## config.mk

```make
export PLATFORM = sky130hd
export DESIGN_NAME = pcid_slot_allocator_lru_top
export DESIGN_NICKNAME = d
export VERILOG_FILES = /design/src/hw/rtl/pcidsa_pkg.sv /design/src/hw/rtl/pcidsa_cell.sv /design/src/hw/rtl/pcid_slot_allocator_lru_top.sv
export VERILOG_INCLUDE_DIRS = /design/src /design/src/hw/rtl
export SDC_FILE = /design/constraint.sdc
export NUM_CORES = 2
export LEC_CHECK = 0
export ABC_AREA = 1
export BUFFER_PORTS_ARGS = -buffer_cell sky130_fd_sc_hd__clkbuf_2
export CAP_MARGIN = 10
export CORE_ASPECT_RATIO = 0.8
export CORE_MARGIN = 2
export CORE_UTILIZATION = 30
export DETAILED_ROUTE_END_ITERATION = 12
export SYNTH_ARGS = -nofsm -noshare
export SYNTH_HDL_FRONTEND = slang
export SYNTH_HIERARCHICAL = 1
export SYNTH_SLANG_ARGS = --single-unit
export TNS_END_PERCENT = 30
```

## constraint.sdc

```tcl
create_clock -name clk -period 4.4 [get_ports clk]
set_input_delay 0.88 -clock clk [delete_from_list [all_inputs] [get_ports clk]]
set_output_delay 0.88 -clock clk [all_outputs]
set_load 0.05 [all_outputs]
```

## src/hw/rtl/pcid_slot_allocator_lru_top_defines.svh

```systemverilog
// assertion macros for the slot allocator top level
// expects clk and rst_n in scope where used
`ifndef PCID_SLOT_ALLOCATOR_LRU_TOP_DEFINES_SVH
`define PCID_SLOT_ALLOCATOR_LRU_TOP_DEFINES_SVH

// same-cycle implication
`define PCIDSA_ASSERT_NOW(label, ante, cons, msg) \
    label: assert property (@(posedge clk) disable iff (!rst_n) (ante) |-> (cons)) \
        else $error(msg);

// next-cycle implication
`define PCIDSA_ASSERT_NEXT(label, ante, cons, msg) \
    label: assert property (@(posedge clk) disable iff (!rst_n) (ante) |=> (cons)) \
        else $error(msg);

`endif

```

## src/hw/rtl/pcidsa_pkg.sv

```systemverilog
// shared constants and types for the slot allocator
// no dependencies
package pcidsa_pkg;

    localparam int NUM_SLOTS_DEF = 8;
    localparam int ROOT_W        = 40;
    localparam int STAMP_W       = 64;
    localparam int CR3_W         = 64;
    localparam int ACTION_W      = 2;
    localparam int SLOT_W        = 3;
    localparam int TAG_W         = 12;
    localparam int KEEP_BIT      = 63;

    localparam logic [ACTION_W-1:0] ACT_ACTIVE = 2'd0;
    localparam logic [ACTION_W-1:0] ACT_REUSE  = 2'd1;
    localparam logic [ACTION_W-1:0] ACT_NEW    = 2'd2;

    // search token status handed from cell to cell
    typedef struct packed {
        logic vld;
        logic hit;
    } tok_flags_t;

    // slot write command broadcast to the cells
    typedef struct packed {
        logic en;
        logic load_root;
    } slot_wr_t;

endpackage

```

## src/hw/rtl/pcidsa_cell.sv

```systemverilog
// one slot of the allocator: root tag, valid bit and use stamp
// compares the passing search token and hands it to the next cell; uses pcidsa_pkg
module pcidsa_cell #(
    parameter int NUM_SLOTS = pcidsa_pkg::NUM_SLOTS_DEF,
    parameter int CELL_IDX  = 0
) (
    input  logic                              clk,
    input  logic                              rst_n,
    input  logic [pcidsa_pkg::ROOT_W-1:0]     req_root,
    input  pcidsa_pkg::tok_flags_t            tok_in_flags,
    input  logic [$clog2(NUM_SLOTS)-1:0]      tok_in_hit_idx,
    input  logic [$clog2(NUM_SLOTS)-1:0]      tok_in_vic_idx,
    input  logic [pcidsa_pkg::STAMP_W-1:0]    tok_in_vic_stamp,
    output pcidsa_pkg::tok_flags_t            tok_out_flags,
    output logic [$clog2(NUM_SLOTS)-1:0]      tok_out_hit_idx,
    output logic [$clog2(NUM_SLOTS)-1:0]      tok_out_vic_idx,
    output logic [pcidsa_pkg::STAMP_W-1:0]    tok_out_vic_stamp,
    input  pcidsa_pkg::slot_wr_t              wr_cmd,
    input  logic [$clog2(NUM_SLOTS)-1:0]      wr_idx,
    input  logic [pcidsa_pkg::ROOT_W-1:0]     wr_root,
    input  logic [pcidsa_pkg::STAMP_W-1:0]    wr_stamp
);
    import pcidsa_pkg::*;

    localparam int IDX_W = $clog2(NUM_SLOTS);
    localparam logic [IDX_W-1:0] MY_IDX = IDX_W'(CELL_IDX);

    logic [ROOT_W-1:0]  root_reg;
    logic               valid_reg;
    logic [STAMP_W-1:0] stamp_reg;

    tok_flags_t         flags_reg,     flags_next;
    logic [IDX_W-1:0]   hit_idx_reg,   hit_idx_next;
    logic [IDX_W-1:0]   vic_idx_reg,   vic_idx_next;
    logic [STAMP_W-1:0] vic_stamp_reg, vic_stamp_next;

    logic sel;

    assign sel = wr_cmd.en && (wr_idx == MY_IDX);

    always_ff @(posedge clk or negedge rst_n)
    begin
        if (!rst_n)
        begin
            root_reg  <= '0;
            valid_reg <= 1'b0;
            stamp_reg <= '0;
        end
        else if (sel)
        begin
            stamp_reg <= wr_stamp;
            if (wr_cmd.load_root)
            begin
                root_reg  <= wr_root;
                valid_reg <= 1'b1;
            end
        end
    end

    always_comb
    begin
        flags_next     = tok_in_flags;
        hit_idx_next   = tok_in_hit_idx;
        vic_idx_next   = tok_in_vic_idx;
        vic_stamp_next = tok_in_vic_stamp;
        // an earlier hit passes through untouched
        if (tok_in_flags.vld && !tok_in_flags.hit)
        begin
            if (valid_reg && (root_reg == req_root))
            begin
                flags_next.hit = 1'b1;
                hit_idx_next   = MY_IDX;
            end
            else if (stamp_reg < tok_in_vic_stamp)
            begin
                vic_idx_next   = MY_IDX;
                vic_stamp_next = stamp_reg;
            end
        end
    end

    always_ff @(posedge clk or negedge rst_n)
    begin
        if (!rst_n)
            flags_reg <= '0;
        else
            flags_reg <= flags_next;
    end

    always_ff @(posedge clk)
    begin
        hit_idx_reg   <= hit_idx_next;
        vic_idx_reg   <= vic_idx_next;
        vic_stamp_reg <= vic_stamp_next;
    end

    assign tok_out_flags     = flags_reg;
    assign tok_out_hit_idx   = hit_idx_reg;
    assign tok_out_vic_idx   = vic_idx_reg;
    assign tok_out_vic_stamp = vic_stamp_reg;

endmodule

```

## src/hw/rtl/pcid_slot_allocator_lru_top.sv

```systemverilog
// channel  | dir | handshake           | payload
// request  | in  | in_valid / in_stall  | root_frame
// result   | out | out_valid/ out_stall | action, slot, cr3_value
// config   | in  | cfg_wr_en           | cfg_wr_data (enable)
//
// after a request is taken, the search token walks the slot chain through the cell registers
// (the first cell reads the launch register); the chain end is then captured, and the decide
// step loads the result register
// the next request is taken the cycle after the decide cycle
// reset empties all slots, zeroes stamps and counter, and sets the enable
// a stalled result holds the decide step; the chain itself never stalls
//
// top level of the slot allocator: controller, stamp counter and result register
// depends on pcidsa_pkg, pcidsa_cell and the defines header
`include "pcid_slot_allocator_lru_top_defines.svh"

module pcid_slot_allocator_lru_top #(
    parameter int NUM_SLOTS = pcidsa_pkg::NUM_SLOTS_DEF
) (
    input  logic                               clk,
    input  logic                               rst_n,
    input  logic                               cfg_wr_en,
    input  logic                               cfg_wr_data,
    input  logic                               in_valid,
    output logic                               in_stall,
    input  logic [pcidsa_pkg::ROOT_W-1:0]      root_frame,
    output logic                               out_valid,
    input  logic                               out_stall,
    output logic [pcidsa_pkg::ACTION_W-1:0]    action,
    output logic [pcidsa_pkg::SLOT_W-1:0]      slot,
    output logic [pcidsa_pkg::CR3_W-1:0]       cr3_value
);
    import pcidsa_pkg::*;

    localparam int IDX_W = $clog2(NUM_SLOTS);

    localparam logic [1:0] ST_IDLE   = 2'd0;
    localparam logic [1:0] ST_SCAN   = 2'd1;
    localparam logic [1:0] ST_DECIDE = 2'd2;

    logic [1:0]         state_reg, state_next;
    logic               en_reg;
    logic               start_reg;
    logic [ROOT_W-1:0]  req_root_reg;
    logic [STAMP_W-1:0] stamp_cnt_reg;
    logic [IDX_W-1:0]   active_reg;

    logic               fin_hit_reg;
    logic [IDX_W-1:0]   fin_hit_idx_reg;
    logic [IDX_W-1:0]   fin_vic_idx_reg;

    logic                out_valid_reg;
    logic [ACTION_W-1:0] action_reg;
    logic [SLOT_W-1:0]   slot_reg;
    logic [CR3_W-1:0]    cr3_reg;

    tok_flags_t         tok_flags [NUM_SLOTS+1];
    logic [IDX_W-1:0]   tok_hit_idx [NUM_SLOTS+1];
    logic [IDX_W-1:0]   tok_vic_idx [NUM_SLOTS+1];
    logic [STAMP_W-1:0] tok_vic_stamp [NUM_SLOTS+1];
    logic [NUM_SLOTS:0] tok_vld_vec;

    logic in_acc;
    logic out_free;
    logic decide;

    slot_wr_t            wr_cmd;
    logic [IDX_W-1:0]    dec_idx;
    logic [ACTION_W-1:0] dec_action;
    logic                dec_keep;

    assign in_stall = (state_reg != ST_IDLE);
    assign in_acc   = in_valid && !in_stall;
    assign out_free = !out_valid_reg || !out_stall;
    assign decide   = (state_reg == ST_DECIDE) && out_free;

    // token launch into the head of the chain
    assign tok_flags[0]     = '{vld: start_reg, hit: 1'b0};
    assign tok_hit_idx[0]   = '0;
    assign tok_vic_idx[0]   = '0;
    assign tok_vic_stamp[0] = '1;

    for (genvar g = 0; g < NUM_SLOTS; g++)
    begin : g_cell
        pcidsa_cell #(
            .NUM_SLOTS (NUM_SLOTS),
            .CELL_IDX  (g)
        ) u_cell (
            .clk               (clk),
            .rst_n             (rst_n),
            .req_root          (req_root_reg),
            .tok_in_flags      (tok_flags[g]),
            .tok_in_hit_idx    (tok_hit_idx[g]),
            .tok_in_vic_idx    (tok_vic_idx[g]),
            .tok_in_vic_stamp  (tok_vic_stamp[g]),
            .tok_out_flags     (tok_flags[g+1]),
            .tok_out_hit_idx   (tok_hit_idx[g+1]),
            .tok_out_vic_idx   (tok_vic_idx[g+1]),
            .tok_out_vic_stamp (tok_vic_stamp[g+1]),
            .wr_cmd            (wr_cmd),
            .wr_idx            (dec_idx),
            .wr_root           (req_root_reg),
            .wr_stamp          (stamp_cnt_reg)
        );
    end

    for (genvar v = 0; v <= NUM_SLOTS; v++)
    begin : g_vld
        assign tok_vld_vec[v] = tok_flags[v].vld;
    end

    // decide: enable off reloads slot zero, hit stays or reuses, miss takes the victim
    always_comb
    begin
        wr_cmd     = '0;
        dec_idx    = fin_vic_idx_reg;
        dec_action = ACT_NEW;
        dec_keep   = 1'b0;
        if (!en_reg)
        begin
            dec_idx = '0;
        end
        else if (fin_hit_reg)
        begin
            dec_idx = fin_hit_idx_reg;
            if (fin_hit_idx_reg == active_reg)
                dec_action = ACT_ACTIVE;
            else
            begin
                dec_action = ACT_REUSE;
                dec_keep   = 1'b1;
            end
        end
        if (decide && (dec_action != ACT_ACTIVE))
        begin
            wr_cmd.en        = 1'b1;
            wr_cmd.load_root = (dec_action == ACT_NEW);
        end
    end

    always_comb
    begin
        state_next = state_reg;
        unique case (state_reg)
            ST_IDLE:
            begin
                if (in_acc)
                    state_next = ST_SCAN;
            end
            ST_SCAN:
            begin
                if (tok_flags[NUM_SLOTS].vld)
                    state_next = ST_DECIDE;
            end
            ST_DECIDE:
            begin
                if (out_free)
                    state_next = ST_IDLE;
            end
            default:
                state_next = ST_IDLE;
        endcase
    end

    always_ff @(posedge clk or negedge rst_n)
    begin
        if (!rst_n)
        begin
            state_reg     <= ST_IDLE;
            en_reg        <= 1'b1;
            start_reg     <= 1'b0;
            stamp_cnt_reg <= '0;
            active_reg    <= '0;
            out_valid_reg <= 1'b0;
        end
        else
        begin
            state_reg <= state_next;
            start_reg <= in_acc;
            if (cfg_wr_en)
                en_reg <= cfg_wr_data;
            if (wr_cmd.en)
            begin
                stamp_cnt_reg <= stamp_cnt_reg + 1'b1;
                active_reg    <= dec_idx;
            end
            if (decide)
                out_valid_reg <= 1'b1;
            else if (!out_stall)
                out_valid_reg <= 1'b0;
        end
    end

    always_ff @(posedge clk)
    begin
        if (in_acc)
            req_root_reg <= root_frame;
        if ((state_reg == ST_SCAN) && tok_flags[NUM_SLOTS].vld)
        begin
            fin_hit_reg     <= tok_flags[NUM_SLOTS].hit;
            fin_hit_idx_reg <= tok_hit_idx[NUM_SLOTS];
            fin_vic_idx_reg <= tok_vic_idx[NUM_SLOTS];
        end
        if (decide)
        begin
            action_reg <= dec_action;
            slot_reg   <= SLOT_W'(dec_idx);
            if (dec_action == ACT_ACTIVE)
                cr3_reg <= '0;
            else
                cr3_reg <= {dec_keep, {(KEEP_BIT - ROOT_W - TAG_W){1'b0}},
                            req_root_reg, TAG_W'(dec_idx)};
        end
    end

    assign out_valid = out_valid_reg;
    assign action    = action_reg;
    assign slot      = slot_reg;
    assign cr3_value = cr3_reg;

    `PCIDSA_ASSERT_NOW(a_one_token, 1'b1, ($countones(tok_vld_vec) <= 1), "two search tokens")
    `PCIDSA_ASSERT_NOW(a_accept_empty, in_acc, (tok_vld_vec == '0), "request taken mid search")
    `PCIDSA_ASSERT_NEXT(a_stamp_step, wr_cmd.en, (stamp_cnt_reg == $past(stamp_cnt_reg) + 64'd1), "stamp stuck")

endmodule
```

; Word level (Yosys, flattened, before mapping)
; Cells that the tools add are included.
[op_classes]
addsub = 1
n_reduce_logical = 55
n_eq_ne = 23
mux = 79
n_bitwise = 5
n_lt_le_gt_ge = 8
[op_table]
columns = op, count
row1 = two-way mux 64 bit, 18
row2 = less-than comparator 64 bit, 7
row3 = equality test 40 bit, 8
row4 = two-way mux 3 bit, 32
row5 = adder 64 x 1 -> 64 bit (second input constant), 1
row6 = less-than comparator 64 bit (second input constant), 1
row7 = logical AND 1 bit, 27
row8 = two-way mux 1 bit, 22
row9 = AND reduction 2 bit, 8
row10 = equality test 3 bit (second input constant), 4
row11 = two-way mux 2 bit, 6
row12 = logical NOT 1 bit, 10
row13 = equality test 3 x 2 -> 1 bit (second input constant), 2
row14 = one-hot mux 2 bit (3 select lines), 1
row15 = OR reduction 3 bit, 2
row16 = inverter 1 bit, 5
row17 = equality test 2 bit (second input constant), 2
row18 = logical NOT 2 bit, 2
row19 = inequality test 2 x 1 -> 1 bit (second input constant), 2
row20 = inequality test 2 bit (second input constant), 2
row21 = nonzero test 2 bit, 2
row22 = equality test 3 x 1 -> 1 bit (second input constant), 1
row23 = equality test 3 bit, 1
row24 = logical NOT 3 bit, 1
row25 = other kinds (4), 4
[totals]
out_inout_bits = 71
elab_cells = 247
in_bits = 46
ff_bits = 1534

; Depth between registers and ports, before layout
[depth]
word_depth = 9
depth_mapped = 20
mapped_depth_nobuf = 18

; By module
; Netlist, hierarchy kept.
[modules_own_cells]
columns = module, instances, seq_area_each_um2, cells_each, area_per_inst_um2
row1 = pcidsa_cell (g_cell[1].u_cell), 1, 4078.9, 1047, 8594.5
row2 = pcidsa_cell (g_cell[4].u_cell), 1, 4078.9, 1046, 8587.0
row3 = pcidsa_cell (g_cell[0].u_cell), 1, 4078.9, 1046, 8560.7
row4 = pcidsa_cell (g_cell[7].u_cell), 1, 4078.9, 915, 8541.9
row5 = pcidsa_cell (g_cell[2].u_cell), 1, 4078.9, 1048, 8538.2
row6 = pcidsa_cell (g_cell[5].u_cell), 1, 4078.9, 1047, 8531.9
row7 = pcidsa_cell (g_cell[6].u_cell), 1, 4078.9, 1047, 8518.2
row8 = pcidsa_cell (g_cell[3].u_cell), 1, 4078.9, 914, 8499.4
row9 = pcid_slot_allocator_lru_top, 1, 4685.7, 819, 7723.7

; Worst setup path before layout
; OpenSTA, ideal clock, no wires.
[synth_path]
path_type = input-to-reg
from = in out_stall
to = reg g_cell[7].u_cell.stamp_reg[15]
path_slack_ns = 0.197
arrival_time_ns = 4.078
required_ns = 4.275
path_buffers = 3
stages = 9
setup_ns = 0.125
cell_sequence = a21oi_2 > nand2_4 > inv_6 > buf_2 > nand2_1 > nor2_1 > clkbuf_1 > buf_2 > mux2_2
[synth_lines]
columns = element, line
row1 = start: declaration, pcid_slot_allocator_lru_top.sv:28  ; input logic out_stall,
row2 = end signal: assignment, pcidsa_cell.sv:51  ; stamp_reg <= wr_stamp;
row3 = end: declaration, pcidsa_cell.sv:30  ; logic [STAMP_W-1:0] stamp_reg;

; Worst setup path in the final report
[layout_path]
from = reg req_root_reg[9]
to = reg g_cell[3].u_cell.vic_stamp_reg[5]
[layout_between]
elab_chain_len = 4
[layout_rtl]
columns = element, line
row1 = start: declaration, pcid_slot_allocator_lru_top.sv:44  ; logic [ROOT_W-1:0] req_root_reg;
row2 = start signal: assignment, pcid_slot_allocator_lru_top.sv:197  ; req_root_reg <= root_frame;
row3 = equality test 40 bit, pcidsa_cell.sv:69  ; if (valid_reg && (root_reg == req_root))
row4 = logical AND 1 bit, pcidsa_cell.sv:69
row5 = two-way mux 64 bit, pcidsa_cell.sv:69
row6 = two-way mux 64 bit, pcidsa_cell.sv:67  ; if (tok_in_flags.vld && !tok_in_flags.hit)
row7 = via g_cell[3].u_cell.vic_stamp_next[5], pcidsa_cell.sv:35  ; logic [STAMP_W-1:0] vic_stamp_reg, vic_stamp_next;
row8 = end signal: assignment, pcidsa_cell.sv:94  ; vic_stamp_reg <= vic_stamp_next;
row9 = end: declaration, pcidsa_cell.sv:35
; The timed path passes the listed nets, and every way through them passes these cells.
; A chain may end at the register's enable or synchronous reset.

==> results.cfg <==
[run_status]
status = finished clean

[cts]
hold_buffers = 0
cts_resized = 0
htree_num_levels = 4
clock_latency_ps = 820
post_cts_buffers = 0
cts.reportedPaths.clkPinSlew_ps = 60
cts_tree = built
ctsRootBufferMaster = clkbuf_16
cts_sinks = 1520
cts_made_buffers = 157
clk_path_buf_depth = 3

[worst_setup_path]
r2r_setup_slack_ps = 880
path_max_fanout = 50
reg2reg_from = req_root_reg[9]
r2r_end = g_cell[3].u_cell/tok_out_vic_stamp[5]
r2r_cells = 12
end_kind = flop
worstPathArrival_ps = 4250
crit_required_ps = 5130
critPathKind = reg -> reg
crit_start = req_root_reg[9]
critPathCapture = g_cell[3].u_cell/tok_out_vic_stamp[5]
cp-start-kind = flop

[grt]
grt_max_degree = 130
grt_pass1_wl_microns = 323600
grt_pass1_vias = 56120
grt_overflow = 0
track_usage_pct = 16.47
antenna_found_initial = 8

[detailed_routing]
wl_per_cell_microns = 16.83
num_vias = 57530
final_antenna_net_count = 0
via_per_inst = 4.692
drc = 0
first_iter_violations = 5125
drt_wl_total_microns = 206300
dr.pass1.iters = 6

[sta]
setup_violations = 0
clock-skew-final_ps = 50.22
slew_violations = 0
hold_viol = 0
post-route-min-period_ps = 3520
slew_headroom_pct = 17.70
rsz0062_at_grt = false
max_freq_mhz = 284.1
holdWs_ps = 34.34
final.setup.tns_ps = 0
tightest_slew_ps = 1230
min_period_over_period_pct = 80.00

[min_path]
hold_path_class = in -> async

[cells_and_area]
drive_above_1_share_pct = 9.834
area_growth_pct = 13.02
final_nets = 9396
final_util_pct = 34.17
stdcell_count = 12260
largest_reg_flops = 512

[die]
die_w_microns = 558.7
die-area_sq_mm = 0.2502
io_pins = 117
start_util_pct = 30.23
rows = 162
core_sq_mm = 0.2442
die_h_microns = 447.8

[job]
cap_violations = 0

[logic_synthesis]
syn-instance-count = 8654
syn_area_per_cell_sq_um = 8.533
ys.warnings.count = 6
netlist_area_sq_mm = 0.07384

[placed_design]
routabilityCongestion = 0.8709
dp_hpwl_microns = 144700
io_buffers = 96
place_inst = 11970

[power_and_ir_drop]
p_leak_nw = 44.10
vdd_drop_max_mv = 0.4038
p_per_area_mw_per_mm2 = 461.4
layer usage:
layer  routed length (microns)  GRT usage [%]  part of all wire [%]
met1                     98140          23.54                    48
met2                     90030          25.47                    44
met3                     12070          2.466                   5.8
met4                      5966          5.070                   2.9
met5                        87              0                 0.042
placed cells by master, fill, tap and decap left out, types with 20 or more instances in the layout:
| master | n |
|---|---|
| ha_1 | 505 |
| nand4_1 | 95 |
| nor2_1 | 466 |
| dfxtp_1 | 496 |
| xor2_1 | 133 |
| clkbuf_8 | 37 |
| a21oi_1 | 398 |
| o211ai_1 | 23 |
| o21ai_0 | 142 |
| mux2_2 | 303 |
| nor3_1 | 64 |
| o21a_1 | 23 |
| nand2_1 | 2880 |
| clkbuf_1 | 46 |
| dfrtp_1 | 927 |
| conb_1 | 155 |
| xnor2_1 | 43 |
| inv_1 | 912 |
| clkbuf_2 | 95 |
| o21bai_1 | 20 |
| clkinv_2 | 23 |
| buf_12 | 21 |
| nand2_2 | 58 |
| edfxtp_1 | 96 |
| clkbuf_16 | 159 |
| buf_4 | 83 |
| o22ai_1 | 50 |
| nand3_1 | 514 |
how the worst min path moves through the flow:
stage | depth (start not counted) | from | endpoint | slack [ps]
after global placement | 0 | g_cell[0].u_cell/tok_out_flags[1] | g_cell[1].u_cell/tok_out_flags[1] | 360
after detailed placement | 0 | g_cell[3].u_cell/tok_out_flags[1] | g_cell[4].u_cell/tok_out_flags[1] | 360
final | 1 | rst_n | g_cell[1].u_cell/stamp_reg[2] | 30
after CTS | 1 | rst_n | g_cell[1].u_cell/stamp_reg[2] | 20
after floorplan | 0 | start_reg | g_cell[0].u_cell/tok_out_flags[1] | 350
after global routing | 1 | rst_n | g_cell[1].u_cell/stamp_reg[2] | 30
critical path, stage by stage (launching register included):
cell and delay [ps]:
edfxtp_1 790, nand2_1 220, nand4_1 150, nor3_1 620, nand2_1 190, nor2_1 160
nand3_2 190, nand2_1 180, nor2_4 50, nand2_2 310, buf_12 280, nand2_1 100
nand2_1 80
report_power, final:
| part | internal [mW] | switching [mW] |
|---|---|---|
| sequential | 16.0 | 1.73 |
| clock | 7.72 | 5.84 |
| combinational | 2.39 | 4.82 |
| total | 26.1 | 12.4 |
per-stage QoR:
stage | instance area [sq um] | worst slack (ps) | total power [mW]
3_5_place_dp | 78160 | 861.4 | 25.14
4_1_cts | 83440 | 970.1 | 38.80
6_report | 83460 | 880.1 | 38.51
2_1_floorplan | 74420 | 197.1 | 22.45
5_1_grt | 83460 | 753.2 | 40.64
3_3_place_gp | 78140 | 886.6 | 24.89
cell type report:
cell class                 instances  area, sq um
clock buffer                     242         4661
clock inverter                    51        620.6
antenna                            2        5.005
tap                             3280         4104
timing repair buffer             200         1534
multi-input combinational       6037        33010
fill                           24900       160800
inverter                         929         3492
sequential                      1520        36040
(Power assumes the default switching activity.)
